`src/sv/cds_pkg.sv`:
```
`default_nettype none
package cds_pkg;

	localparam int MAX_AMOUNT = 65535;

	localparam int KIND_W  = 2;
	localparam int AMT_W   = 16;
	localparam int YEAR_W  = 14;
	localparam int MONTH_W = 4;
	localparam int DAY_W   = 5;

	localparam int AMT_CAP = (MAX_AMOUNT > 65535) ? 65535 : MAX_AMOUNT;
	localparam int N_W     = $clog2(AMT_CAP * 7 + 1);
	localparam int YEAR_MAX = 9999;

	// y / 100 == (y * 5243) >> 19 for every y up to 9999
	localparam int RECIP_100   = 5243;
	localparam int RECIP_SHIFT = 19;
	localparam int CENT_W      = 7;

	localparam logic [KIND_W-1:0] KIND_DAYS   = 2'd0;
	localparam logic [KIND_W-1:0] KIND_WEEKS  = 2'd1;
	localparam logic [KIND_W-1:0] KIND_MONTHS = 2'd2;
	localparam logic [KIND_W-1:0] KIND_YEARS  = 2'd3;

	typedef struct packed {
		logic [KIND_W-1:0]  kind;
		logic [AMT_W-1:0]   amount;
		logic [YEAR_W-1:0]  start_year;
		logic [MONTH_W-1:0] start_month;
		logic [DAY_W-1:0]   start_day;
	} in_t;

	typedef struct packed {
		logic [YEAR_W-1:0]  result_year;
		logic [MONTH_W-1:0] result_month;
		logic [DAY_W-1:0]   result_day;
		logic               underflow;
	} out_t;

	// datapath operations
	localparam logic [3:0] OP_NOP   = 4'd0;
	localparam logic [3:0] OP_LOAD  = 4'd1;
	localparam logic [3:0] OP_DIV   = 4'd2;
	localparam logic [3:0] OP_MOD   = 4'd3;
	localparam logic [3:0] OP_CLAMP = 4'd4;
	localparam logic [3:0] OP_DSTEP = 4'd5;
	localparam logic [3:0] OP_YSUB  = 4'd6;
	localparam logic [3:0] OP_MSTEP = 4'd7;
	localparam logic [3:0] OP_M12   = 4'd8;
	localparam logic [3:0] OP_MREM  = 4'd9;
	localparam logic [3:0] OP_OUT   = 4'd10;

	// jump conditions
	localparam logic [3:0] C_NEVER   = 4'd0;
	localparam logic [3:0] C_ALWAYS  = 4'd1;
	localparam logic [3:0] C_NOACC   = 4'd2;
	localparam logic [3:0] C_YEARS   = 4'd3;
	localparam logic [3:0] C_MONTHS  = 4'd4;
	localparam logic [3:0] C_DAYMORE = 4'd5;
	localparam logic [3:0] C_MMORE   = 4'd6;
	localparam logic [3:0] C_M12MORE = 4'd7;
	localparam logic [3:0] C_OUTBUSY = 4'd8;

	localparam int PC_W = 4;

	// program addresses
	localparam logic [PC_W-1:0] A_IDLE   = 4'd0;
	localparam logic [PC_W-1:0] A_DIV    = 4'd1;
	localparam logic [PC_W-1:0] A_MOD    = 4'd2;
	localparam logic [PC_W-1:0] A_CLAMP  = 4'd3;
	localparam logic [PC_W-1:0] A_KIND   = 4'd4;
	localparam logic [PC_W-1:0] A_DAYS   = 4'd5;
	localparam logic [PC_W-1:0] A_DEXIT  = 4'd6;
	localparam logic [PC_W-1:0] A_YSUB   = 4'd7;
	localparam logic [PC_W-1:0] A_YDIV   = 4'd8;
	localparam logic [PC_W-1:0] A_YMOD   = 4'd9;
	localparam logic [PC_W-1:0] A_YCLAMP = 4'd10;
	localparam logic [PC_W-1:0] A_MSTEP  = 4'd11;
	localparam logic [PC_W-1:0] A_M12    = 4'd12;
	localparam logic [PC_W-1:0] A_MREM   = 4'd13;
	localparam logic [PC_W-1:0] A_OUT    = 4'd15;

	typedef struct packed {
		logic [3:0]      op;
		logic [3:0]      cond;
		logic [PC_W-1:0] target;
	} uword_t;

	function automatic uword_t urom(input logic [PC_W-1:0] addr);
		uword_t w;
		w = '{op: OP_NOP, cond: C_ALWAYS, target: A_OUT};
		unique case (addr)
			A_IDLE:   w = '{op: OP_LOAD,  cond: C_NOACC,   target: A_IDLE};
			A_DIV:    w = '{op: OP_DIV,   cond: C_NEVER,   target: A_IDLE};
			A_MOD:    w = '{op: OP_MOD,   cond: C_NEVER,   target: A_IDLE};
			A_CLAMP:  w = '{op: OP_CLAMP, cond: C_YEARS,   target: A_YSUB};
			A_KIND:   w = '{op: OP_NOP,   cond: C_MONTHS,  target: A_MSTEP};
			A_DAYS:   w = '{op: OP_DSTEP, cond: C_DAYMORE, target: A_DAYS};
			A_DEXIT:  w = '{op: OP_NOP,   cond: C_ALWAYS,  target: A_OUT};
			A_YSUB:   w = '{op: OP_YSUB,  cond: C_NEVER,   target: A_IDLE};
			A_YDIV:   w = '{op: OP_DIV,   cond: C_NEVER,   target: A_IDLE};
			A_YMOD:   w = '{op: OP_MOD,   cond: C_NEVER,   target: A_IDLE};
			A_YCLAMP: w = '{op: OP_CLAMP, cond: C_ALWAYS,  target: A_OUT};
			A_MSTEP:  w = '{op: OP_MSTEP, cond: C_MMORE,   target: A_MSTEP};
			A_M12:    w = '{op: OP_M12,   cond: C_M12MORE, target: A_M12};
			A_MREM:   w = '{op: OP_MREM,  cond: C_ALWAYS,  target: A_OUT};
			A_OUT:    w = '{op: OP_OUT,   cond: C_OUTBUSY, target: A_OUT};
			default:  w = '{op: OP_NOP,   cond: C_ALWAYS,  target: A_OUT};
		endcase
		return w;
	endfunction

	function automatic logic [DAY_W-1:0] days_in(input logic [MONTH_W-1:0] m,
		input logic leap);
		logic [DAY_W-1:0] r;
		case (m)
			4'd2:                      r = leap ? 5'd29 : 5'd28;
			4'd4, 4'd6, 4'd9, 4'd11:  r = 5'd30;
			default:                   r = 5'd31;
		endcase
		return r;
	endfunction

endpackage
`default_nettype wire

```
`src/sv/calendar_date_subtract.sv`:
```
// Years subtract in one step; days and weeks walk back one month boundary at a time until the
// walk ends inside a month; months step single months while the day is above 28, then whole
// years of 12 at a time, then the remainder.
// One item at a time: the next item can be taken from the cycle in which out_valid rises, even while
// that result waits; a later result left waiting holds the sequencer in its output step.
// Reset clears the step counter and the output valid flag.
`default_nettype none
module calendar_date_subtract (
	input  wire            clk,
	input  wire            arst_n,
	input  wire            in_valid,
	output logic           in_ready,
	input  cds_pkg::in_t   in_data,
	output logic           out_valid,
	input  wire            out_ready,
	output cds_pkg::out_t  out_data
);
	import cds_pkg::*;

	logic [PC_W-1:0]    pc_q;
	uword_t             uw;
	logic               cond_hit;

	logic [KIND_W-1:0]  kind_q;
	logic [N_W-1:0]     n_q;
	logic [YEAR_W-1:0]  y_q;
	logic [MONTH_W-1:0] m_q;
	logic [DAY_W-1:0]   d_q;
	logic               uf_q;
	logic [CENT_W-1:0]  q_q;
	logic [CENT_W-1:0]  c100_q;
	logic [1:0]         c4h_q;

	logic               out_valid_q;
	out_t               out_q;

	logic [AMT_W-1:0]   amt_c;
	logic [YEAR_W-1:0]  y_c;
	logic [MONTH_W-1:0] m_c;
	logic [DAY_W-1:0]   d_c;
	logic [N_W-1:0]     n_c;
	logic               leap;
	logic [DAY_W-1:0]   dim_cur;
	logic [MONTH_W-1:0] m_prev;
	logic [DAY_W-1:0]   dim_prev;
	logic [YEAR_W+13-1:0] recip_prod;
	logic [YEAR_W-1:0]  cent_x100;
	logic [3:0]         n4;

	assign uw        = urom(pc_q);
	assign in_ready  = (pc_q == A_IDLE);
	assign out_valid = out_valid_q;
	assign out_data  = out_q;

	always_comb begin
		amt_c = (32'(in_data.amount) > AMT_CAP) ? AMT_W'(AMT_CAP) : in_data.amount;
		y_c   = (in_data.start_year > YEAR_W'(YEAR_MAX)) ? YEAR_W'(YEAR_MAX)
			: in_data.start_year;
		if (in_data.start_month == '0)
			m_c = 4'd1;
		else if (in_data.start_month > 4'd12)
			m_c = 4'd12;
		else
			m_c = in_data.start_month;
		d_c = (in_data.start_day == '0) ? 5'd1 : in_data.start_day;
		if (in_data.kind == KIND_WEEKS)
			n_c = N_W'({amt_c, 3'b000}) - N_W'(amt_c);
		else
			n_c = N_W'(amt_c);
	end

	assign leap       = (y_q[1:0] == 2'd0) && ((c100_q != '0) || (c4h_q == 2'd0));
	assign dim_cur    = days_in(m_q, leap);
	assign m_prev     = (m_q == 4'd1) ? 4'd12 : m_q - 4'd1;
	assign dim_prev   = days_in(m_prev, leap);
	assign recip_prod = y_q * (YEAR_W+13)'(RECIP_100);
	assign cent_x100  = YEAR_W'(q_q) * YEAR_W'(100);
	assign n4         = n_q[3:0];

	always_comb begin
		unique case (uw.cond)
			C_NEVER:   cond_hit = 1'b0;
			C_ALWAYS:  cond_hit = 1'b1;
			C_NOACC:   cond_hit = !in_valid;
			C_YEARS:   cond_hit = (kind_q == KIND_YEARS);
			C_MONTHS:  cond_hit = (kind_q == KIND_MONTHS);
			C_DAYMORE: cond_hit = (n_q != '0) && !uf_q;
			C_MMORE:   cond_hit = (n_q != '0) && (d_q > 5'd28) && !uf_q;
			C_M12MORE: cond_hit = (32'(n_q) >= 32'd12) && !uf_q;
			C_OUTBUSY: cond_hit = out_valid_q && !out_ready;
			default:   cond_hit = 1'b0;
		endcase
	end

	always_ff @(posedge clk or negedge arst_n) begin
		if (!arst_n) begin
			pc_q <= A_IDLE;
		end else begin
			pc_q <= cond_hit ? uw.target : pc_q + 1'b1;
		end
	end

	always_ff @(posedge clk or negedge arst_n) begin
		if (!arst_n) begin
			out_valid_q <= 1'b0;
		end else if (uw.op == OP_OUT && !cond_hit) begin
			out_valid_q <= 1'b1;
		end else if (out_ready) begin
			out_valid_q <= 1'b0;
		end
	end

	always_ff @(posedge clk) begin
		unique case (uw.op)
			OP_NOP: begin
			end
			OP_LOAD: begin
				if (in_valid) begin
					kind_q <= in_data.kind;
					n_q    <= n_c;
					y_q    <= y_c;
					m_q    <= m_c;
					d_q    <= d_c;
					uf_q   <= 1'b0;
				end
			end
			OP_DIV: begin
				q_q <= CENT_W'(recip_prod >> RECIP_SHIFT);
			end
			OP_MOD: begin
				c100_q <= CENT_W'(y_q - cent_x100);
				c4h_q  <= q_q[1:0];
			end
			OP_CLAMP: begin
				if (d_q > dim_cur)
					d_q <= dim_cur;
			end
			OP_DSTEP: begin
				if (cond_hit) begin
					if (n_q < N_W'(d_q)) begin
						d_q <= d_q - DAY_W'(n_q);
						n_q <= '0;
					end else begin
						n_q <= n_q - N_W'(d_q);
						if (m_q == 4'd1) begin
							if (y_q == '0) begin
								uf_q <= 1'b1;
							end else begin
								y_q <= y_q - 1'b1;
								m_q <= 4'd12;
								d_q <= 5'd31;
								if (c100_q == '0) begin
									c100_q <= CENT_W'(99);
									c4h_q  <= c4h_q - 1'b1;
								end else begin
									c100_q <= c100_q - 1'b1;
								end
							end
						end else begin
							m_q <= m_prev;
							d_q <= dim_prev;
						end
					end
				end
			end
			OP_YSUB: begin
				if (32'(n_q) > 32'(y_q))
					uf_q <= 1'b1;
				else
					y_q <= y_q - YEAR_W'(n_q);
			end
			OP_MSTEP: begin
				if (cond_hit) begin
					if (m_q == 4'd1 && y_q == '0) begin
						uf_q <= 1'b1;
					end else begin
						if (m_q == 4'd1) begin
							y_q <= y_q - 1'b1;
							if (c100_q == '0) begin
								c100_q <= CENT_W'(99);
								c4h_q  <= c4h_q - 1'b1;
							end else begin
								c100_q <= c100_q - 1'b1;
							end
						end
						m_q <= m_prev;
						if (d_q > dim_prev)
							d_q <= dim_prev;
						n_q <= n_q - 1'b1;
					end
				end
			end
			OP_M12: begin
				if (cond_hit) begin
					n_q <= n_q - N_W'(12);
					if (y_q == '0)
						uf_q <= 1'b1;
					else
						y_q <= y_q - 1'b1;
				end
			end
			OP_MREM: begin
				if (!uf_q && n4 != 4'd0) begin
					if (n4 >= m_q) begin
						if (y_q == '0) begin
							uf_q <= 1'b1;
						end else begin
							y_q <= y_q - 1'b1;
							m_q <= m_q + 4'd12 - n4;
						end
					end else begin
						m_q <= m_q - n4;
					end
				end
			end
			OP_OUT: begin
				if (!cond_hit) begin
					out_q.result_year  <= uf_q ? '0 : y_q;
					out_q.result_month <= uf_q ? 4'd1 : m_q;
					out_q.result_day   <= uf_q ? 5'd1 : d_q;
					out_q.underflow    <= uf_q;
				end
			end
			default: begin
			end
		endcase
	end

endmodule
`default_nettype wire

```
`config.mk`:
```
export PLATFORM = sky130hd
export DESIGN_NAME = calendar_date_subtract
export DESIGN_NICKNAME = d
export VERILOG_FILES = /design/src/sv/cds_pkg.sv /design/src/sv/calendar_date_subtract.sv
export SDC_FILE = /design/constraint.sdc
export NUM_CORES = 1
export LEC_CHECK = 0
export BUFFER_PORTS_ARGS = -buffer_cell sky130_fd_sc_hd__buf_2
export CAP_MARGIN = 20
export CORE_MARGIN = 2
export CORE_UTILIZATION = 46
export DETAILED_ROUTE_END_ITERATION = 16
export PLACE_DENSITY = 0.66
export RECOVER_POWER = 50
export SLEW_MARGIN = 10
export SYNTH_ARGS = -nofsm -noshare
export SYNTH_HDL_FRONTEND = slang
export SYNTH_SLANG_ARGS = --single-unit
export TNS_END_PERCENT = 30
```
`constraint.sdc`:
```
create_clock -name clk -period 5.45 [get_ports clk]
set_clock_uncertainty 0.2 [all_clocks]
set_input_delay 0.8175 -clock clk [delete_from_list [all_inputs] [get_ports clk]]
set_output_delay 0.8175 -clock clk [all_outputs]
set_load 0.01 [all_outputs]
```
# After elaboration in Yosys (flattened, before gate mapping)
# Memory sizes are Yosys's and may differ from the RTL's.
# Cells that the tools add are included.
dict set report word_totals {
  memories 1
  output_inout_bits 26
  input_bits 45
  wordCells 218
  register_bits 90
  mem_bits_ro 192
}
dict set report classes {
  n_reduce_logical 40
  n_eq_ne 51
  n_mux 84
  magnitude_cmp 9
  n_mul 2
  add_sub_neg 15
  n_bitwise 1
}
# name depth width read_ports rd_ports_with_merged_regs wr line_no
set memory_table {}
lappend memory_table {{(no name shown)} 16 12 1 0 0 cds_pkg.sv:93} ;# unique case (addr)
# operator n
set op_table {}
lappend op_table {{2-to-1 mux 14 bit} 13}
lappend op_table {{2-to-1 mux 19 bit} 7}
lappend op_table {{one-hot mux 14 bit (6 select lines)} 1}
lappend op_table {{one-hot mux 19 bit (4 select lines)} 1}
lappend op_table {{2-to-1 mux 4 bit} 14}
lappend op_table {{2-to-1 mux 7 bit} 8}
lappend op_table {{2-to-1 mux 5 bit} 10}
lappend op_table {{== test 4 x 3 -> 1 bit, second input constant} 12}
lappend op_table {{== test 4 bit, second input constant} 8}
lappend op_table {{!= test 2 bit, second input constant} 16}
lappend op_table {{multiplier 14 x 13 -> 26 bit, second input constant} 1}
lappend op_table {{== test 4 x 2 -> 1 bit, second input constant} 6}
lappend op_table {{one-hot mux 7 bit (3 select lines)} 1}
lappend op_table {{one-hot mux 5 bit (4 select lines)} 1}
lappend op_table {{greater-or-equal comparator 19 x 4 -> 1 bit, second input constant} 1}
lappend op_table {{> comparator 19 x 14 -> 1 bit} 1}
lappend op_table {{< comparator 19 x 5 -> 1 bit} 1}
lappend op_table {{nonzero test 19 bit} 1}
lappend op_table {{subtractor 19 x 1 -> 19 bit, second input constant} 1}
lappend op_table {{subtractor 19 x 16 -> 19 bit} 1}
lappend op_table {{subtractor 19 x 4 -> 19 bit, second input constant} 1}
lappend op_table {{subtractor 19 x 5 -> 19 bit} 1}
lappend op_table {{2-to-1 mux 2 bit} 8}
lappend op_table {{one-hot mux 4 bit (4 select lines)} 1}
lappend op_table {{other kinds (47)} 86}

# Depth between registers and ports, before layout
# Gate-level depths: netlist (run 1).
dict set report depth {
  word_depth 10
  ltp_mapped 18
  depth_no_buf 18
}

# Least setup slack after synthesis (run 1)
# No wires, ideal clock.
dict set report synth_path {
  kind {reg-to-reg}
  start {reg y_q[11]}
  end {reg q_q[4], data pin}
  path_buffers 0
  setup_time_ns 0.265
  stages_incl_launch_ff 16
  setup_slack_ns -0.185
  synth_period_minus_slack_ns 5.635
  arrival_ns 5.170
  required_time_ns 4.985
  cell_sequence {edfxtp_1 ha_1 fa_1 fa_1 fa_1 inv_1 fa_1 inv_1 ha_1 and3_1 a221o_1 a2111oi_2 a21oi_1 o41a_1 and4_1 or3_1}
}
dict set report synth_via {
  elab_chain_len 1
}
# element line_no
set synth_rtl {}
lappend synth_rtl {{start, declared} calendar_date_subtract.sv:26} ;# logic [YEAR_W-1:0] y_q;
lappend synth_rtl {{start signal, assigned} calendar_date_subtract.sv:121} ;# y_q <= y_c;
lappend synth_rtl {{start signal, assigned} calendar_date_subtract.sv:149} ;# y_q <= y_q - 1'b1;
lappend synth_rtl {{start signal, assigned} calendar_date_subtract.sv:170} ;# y_q <= y_q - YEAR_W'(n_q);
lappend synth_rtl {{multiplier 14 x 13 -> 26 bit} calendar_date_subtract.sv:76} ;# assign recip_prod = y_q * (YEAR_W+13)'(RECIP_100);
lappend synth_rtl {{net recip_prod[23]} calendar_date_subtract.sv:46} ;# logic [YEAR_W+13-1:0] recip_prod;
lappend synth_rtl {{end signal, assigned} calendar_date_subtract.sv:128} ;# q_q <= CENT_W'(recip_prod >> RECIP_SHIFT);
lappend synth_rtl {{end, declared} calendar_date_subtract.sv:30} ;# logic [CENT_W-1:0] q_q;
# The timed path passes the listed nets, and every way through them passes these cells.
# A chain may end at the register's enable or synchronous reset.

# Final worst setup path (run 1)
# Ends and elaborated chain as after synthesis.

==> results of run 1 <==
[flip-flops by register name (all words and copies together) (netlist names), 2 cells and up]
signal / cells
y_q: 14
d_q: 5
m_q: 4
c100_q: 7
n_q: 19
out_data: 24
q_q: 5
c4h_q: 2
pc_q: 4
kind_q: 2
[layout make-up]
| class | count | share of cell area [%] |
|---|---|---|
| well taps | 324 | 3.08 |
| clock buffers | 9 | 1.71 |
| clock inverters | 7 | 0.476 |
| inverters | 185 | 5.28 |
| flip-flops and latches | 88 | 19.9 |
| repair buffers | 155 | 7.45 |
| multi-input cells | 967 | 62.1 |
[worst paths after layout]
path                                        from                    end  slack, ns  cells after the start
max                            y_q[11]$_DFFE_PP_       q_q[4]$_DFFE_PN_      -0.06                     16
min in group clk           out_valid$_DFFE_PN0P_  out_valid$_DFFE_PN0P_       0.31                      1
max reg2reg                    y_q[11]$_DFFE_PP_       q_q[4]$_DFFE_PN_      -0.06                     16
max in group asynchronous                 arst_n      pc_q[1]$_DFF_PN0_       4.74                      1
min reg2reg                out_valid$_DFFE_PN0P_  out_valid$_DFFE_PN0P_       0.31                      1
min                                       arst_n      pc_q[3]$_DFF_PN0_        0.1                      1
[worst max-delay path, delay by kind of cell (launching register included)]
family          cells  cell delay, ns
fa+ha+maj           6            2.37
compound gates      4            1.27
simple gates        3            0.64
flops               1            0.48
buf+inv             3            0.28
[cells by family after synthesis]
logic type / after synthesis
buffers and inverters: 224
muxes: 6
DFF: 88
xor gates and xnor gates: 62
adders and majority gates: 247
AOI/OAI and AO/OA: 307
and+or+nand+nor: 345
[layer usage]
metal | wire length [um] | global-route usage (%)
met2 | 14800 | 39.4
met3 | 2290 | 4.44
met5 | 0 | 0
met4 | 739 | 7.36
met1 | 14600 | 34.9
[per-stage QoR]
| stage | cells | utilization [%] | setup slack [ns] | instance area, um2 | TNS (ns) |
|---|---|---|---|---|---|
| after detailed placement | 1689 | 51.3 | -0.132 | 12500 | -0.152 |
| after global placement | 1689 | 51.3 | -0.0801 | 12500 | -0.0801 |
| after CTS | 1717 | 53.3 | 0.0000751 | 13000 | 0 |
| after global routing | 1735 | 53.9 | -0.184 | 13200 | -0.383 |
| final | 1735 | 53.9 | -0.0586 | 13200 | -0.0586 |
| after floorplan | 1279 | - | 0.000652 | 11500 | 0 |
[synthesized netlist by cell type, drive strengths merged, types with 31 or more instances]
cell type,count
inv,185
ha,178
nor2,99
a21oi,86
edfxtp,83
nand2,74
fa,69
o21ai,60
nor3,43
xnor2,40
nand3,31
[what timing repair did]
action,in CTS,in global routing
cloned,0,0
setup endpoints to repair,2,3
gates resized for setup,14,23
buffers inserted,12,18
hold buffers,0,0
pin swaps,14,37
==> impl_results.md, run 1 <==
- Status: finished with violations
- Failing checks: setup timing
- Critical path type: reg -> reg
- Area Growth Syn to Fin: 14.8%
- Share of the yosys chip area belonging to registers: 22.8%
- Crit path capture type: register
- Area leader, netlist: edfxtp_1
- # IOs: 71
- Num rows: 57
- Antenna-violating nets left: 0
- Worst-Margin Slew: 1.08 ns
- ANT cells: 0
- Register Area: 2620 um2
- Slew HR: 27.9%
- Number of port buffers: 70
- Syn nets: 1,571
- Commonest non-fill, non-tap cell in the layout: inv_1
- Yosys warnings: 0
- CTS buffer count: 9
- RePlAce Congestion: approximately 0.9
- Async S/R FF share, synth: between 5 and 6%
- Final Critical Period: 5.51 ns
- Max Slew Vio Count: 0
- Vias in the first global route: between 9,000 and 10,000
- Most frequent CP cell: fa_1
- Mapped Cells: between 1,000 and 1,500
- Slowest-stage cell, CP: fa_1
- Most frequent cells in the layout: 174 x inv_1, 160 x ha_1, 99 x nor2_1
- Worst setup margin: -0.0586 ns
- Critical-path cell list: buf_6 > ha_4 > fa_1 > fa_1 > fa_1 > inv_1 > fa_1 > inv_1 > ha_4 > and3_4 > a221o_1 > a2111oi_4 > a21oi_2 > o41a_1 > and4_1 > or3_1
- Chip Height: around 160 um
- Clock sinks: 88
- Worst stage delay on the critical path: 0.53 ns
- EDFF count, synth: 83
- RSZ-0062 raised after global routing: yes
- Core ar.: 24,400 um2
- Adder-Cell Fraction of Synth Area: a little under a third
- Most area-consuming cells after synthesis: edfxtp_1 22%, ha_1 19%, fa_1 12%, inv_1 6.1%, a21oi_1 3.7%
- Total grt overflow: 0
- TritonCTS clock tree: built
- Die W: around 160 um
- CTS max path bufs: 2
- CTS clk-pin slew, worst paths: 0.07 ns
- Vias: 10,000
- Crit path DAT: ~5.4 ns
- Hold Crit Class: in -> async
- Crit-path max FO: 4
- Multi-input logic area: 8170 um2
- DR vias/cell: 5.79
- Hold slack final: about 0.098 ns
- Worst skew pair latency: 0.36 ns
- DR WL/cell: 18.7 um
- Layout cells sized above 1: 13.7%
- Max-cap violations: 0
- Synth cell types: 80
- CTS H-tree lvls: 3
- Die ar.: 26,200 um2
- Largest net degree at the start of global routing: 28
- Largest family of logic cells by synthesized area: adder cells
- Average instance area after synthesis: 8.96 um2
- Setup violators final: 1
- Post-synth top area share: 21.7%
- Final wirelength: between 30,000 and 40,000 um
- Multiplexer area fraction after synthesis: 0.579%
- Root Buffer Master: clkbuf_16
- Detailed-route DRC error count: 0
- GRT Overall Usage: 24.9%
- Post-Synth Simple-Gate Area: 14.8%
- CP required: 5.35 ns
- Initial core utilization: between 40% and 50%
- Filler cell count: between 2,000 and 2,500
- DRT iter0 DRCs: 822
- Fin. Hold Viols: 0
- Final Cycle Share: 101%
- Post-synthesis compound-gate area fraction: 18.0%
- Synth Cell Area: around 11,000 um2
- Nets: 1,698
- First drt pass iteration count: 7
- Register bit total from synthesis: 88
- XOR/XNOR share of the synthesized area: 4.74%
- Synth Flop Type: edfxtp_1
- Post-detail-place hpwl: 25,700 um
- Peak Freq: between 150 and 200 MHz
- Global-route wire length before repair: 51,600 um
- Initial antenna violation count: 0
- Startpoint Class: register
Power of run 1 is left out: the tool's default activity adds up to more than one toggle a clock period on the data nets, which glitch-free logic cannot reach.
==> inputs of run 2 (changes only) <==
--- a/config.mk
+++ b/config.mk
@@ -7,10 +7,12 @@
 export LEC_CHECK = 0
 export BUFFER_PORTS_ARGS = -buffer_cell sky130_fd_sc_hd__buf_2
 export CAP_MARGIN = 20
+export CELL_PAD_IN_SITES_DETAIL_PLACEMENT = 1
+export CELL_PAD_IN_SITES_GLOBAL_PLACEMENT = 1
 export CORE_MARGIN = 2
-export CORE_UTILIZATION = 46
+export CORE_UTILIZATION = 44
 export DETAILED_ROUTE_END_ITERATION = 16
-export PLACE_DENSITY = 0.66
+export PLACE_DENSITY_LB_ADDON = 0.1
 export RECOVER_POWER = 50
 export SLEW_MARGIN = 10
 export SYNTH_ARGS = -nofsm -noshare
==> impl_results.md, run 2 (synthesis gave the netlist of run 1 again) <==
- CTS max path bufs: 2 (unchanged)
- Die W: 165 um (+2.2%)
- Critical path type: reg -> reg
- Antenna-violating nets left: 0 (unchanged)
- Largest net degree at the start of global routing: 27 (-3.6%)
- Failing checks: capacitance limit, slew limit, setup timing
- Final Cycle Share: 101% (-0.52 points)
- Final wirelength: 38,200 um (+18%)
- RePlAce Congestion: 0.874 (-1.8%)
- RSZ-0062 raised after global routing: yes
- Critical-path cell list: buf_4 > fa_1 > ha_2 > fa_1 > fa_1 > inv_1 > fa_1 > inv_2 > ha_4 > and3_4 > a221o_1 > a2111oi_4 > a21oi_2 > o41a_1 > and4_1 > or3_1
- Setup violators final: 1 (unchanged)
- Total grt overflow: 0 (unchanged)
- Final Critical Period: 5.48 ns (-0.0284 ns)
- DR WL/cell: 21.9 um (+17%)
- Area Growth Syn to Fin: 14.8% (about the same)
- Vias in the first global route: 10,500 (+6.6%)
- Hold Crit Class: in -> async
- Peak Freq: 182 MHz (+0.52%)
- Worst setup margin: -0.0302 ns (+0.0284 ns)
- Global-route wire length before repair: 59,000 um (+14%)
- Initial core utilization: 44.4% (-2.6 points)
- Most frequent CP cell: fa_1
- CP required: 5.36 ns (about the same)
- Slew HR: -14.2% (-42 points)
- Core ar.: 25,800 um2 (+5.9%)
- Detailed-route DRC error count: 0 (unchanged)
- FF-to-FF Start: y_q[8]$_DFFE_PP_
- RR Endpoint: q_q[4]$_DFFE_PN_
- Reg2Reg Setup Slack: -0.03 ns (+0.03 ns)
- Crit path capture type: register
- Startpoint Class: register
- CTS buffer count: 9 (unchanged)
- Crit-path max FO: 6 (+2)
- R2r worst-path depth: 16 (unchanged)
- GRT Overall Usage: 28.3% (+3.4 points)
- DRT iter0 DRCs: 760 (-7.5%)
- First drt pass iteration count: 5 (-2)
- Slowest-stage cell, CP: edfxtp_1
- # IOs: 71 (unchanged)
- Number of port buffers: 70 (unchanged)
- ANT cells: 0 (unchanged)
- Num rows: 59 (+3.5%)
- TritonCTS clock tree: built
- Filler cell count: 3,065 (+31%)
- Root Buffer Master: clkbuf_16
- Crit path DAT: 5.39 ns (-0.02 ns)
- Critical path depth: 16 (unchanged)
- Commonest non-fill, non-tap cell in the layout: inv_1
- Max-cap violations: 1 (+1)
- Max FFs per register: 24 (unchanged)
- Initial antenna violation count: 0 (unchanged)
- Most frequent cells in the layout: 173 x inv_1, 165 x ha_1, 99 x nor2_1
- Layout cells sized above 1: 13.3% (-0.35 points)
- Die ar.: 27,400 um2 (+4.4%)
- Hold-fix buffers at CTS: 0 (unchanged)
- CTS H-tree lvls: 3 (unchanged)
- Post-detail-place hpwl: 30,000 um (+17%)
- Clock sinks: 88 (unchanged)
- Worst skew pair latency: 0.37 ns (about the same)
- Max Slew Vio Count: 27 (+27)
- Buffers & Inverters on Critical Path: 3 (unchanged)
- Worst slack at placement: -0.139 ns (-0.00679 ns)
- Status: finished with violations
- Worst stage delay on the critical path: 0.54 ns (about the same)
- Vias: 10,100 (+0.49%)
- CTS clk-pin slew, worst paths: 0.08 ns (about the same)
- Worst-Margin Slew: 1.71 ns (+0.633 ns)
- Fin. Hold Viols: 0 (unchanged)
- DR vias/cell: 5.78 (-0.15%)
- Top Family by Delay on Critical Path: adder cells
- Nets: 1,698 (unchanged)
- Chip Height: 165 um (+2.2%)
run 2: per-layer routing:
metal	wire length [um]	vias up	GRT usage (%)
met5	62	-	1.89
met4	752	2	7.13
met3	1780	45	4.72
met2	17700	226	45.8
met1	17900	5023	39.4
li1	-	4793	-
run 2: final cells by class:
class	count	area [um2]	area share (%)
multi-input combinational	967	8140	61.9
sequential	88	2620	19.9
timing repair buffer	155	963	7.32
inverter	185	698	5.31
tap	335	419	3.19
clock buffer	9	225	1.71
clock inverter	7	87.6	0.666
run 2: how the worst max path moves through the flow:
stage	end	startpoint	slack, ns
global route	q_q[4]$_DFFE_PN_	y_q[8]$_DFFE_PP_	-0.17
floorplan	q_q[4]$_DFFE_PN_	y_q[10]$_DFFE_PP_	0.0007
detailed placement	q_q[4]$_DFFE_PN_	y_q[7]$_DFFE_PP_	-0.14
finish	q_q[4]$_DFFE_PN_	y_q[8]$_DFFE_PP_	-0.03
CTS	q_q[4]$_DFFE_PN_	y_q[12]$_DFFE_PP_	0.007
global placement	q_q[4]$_DFFE_PN_	y_q[6]$_DFFE_PP_	-0.03
run 2: timing repair:
item,4_1_cts,5_1_grt
gates cloned,0,0
setup buffers,15,14
gates resized for setup,20,16
setup endpoints to repair,2,2
pin swaps,31,21
run 2: through the flow:
stage / cell area, um2 / instances / utilization, % / hold WS (ns) / setup TNS (ns)
after CTS: 13100 / 1732 / 50.6 / 0.0571 / 0
after global placement: 12500 / 1701 / 48.5 / 0.292 / -0.0303
after detailed placement: 12500 / 1701 / 48.5 / 0.294 / -0.160
final: 13200 / 1746 / 50.9 / 0.104 / -0.0302
after global routing: 13200 / 1746 / 50.9 / 0.110 / -0.409
after floorplan: 11500 / 1279 / - / 0.224 / 0
Power of run 2 is left out for the same reason.
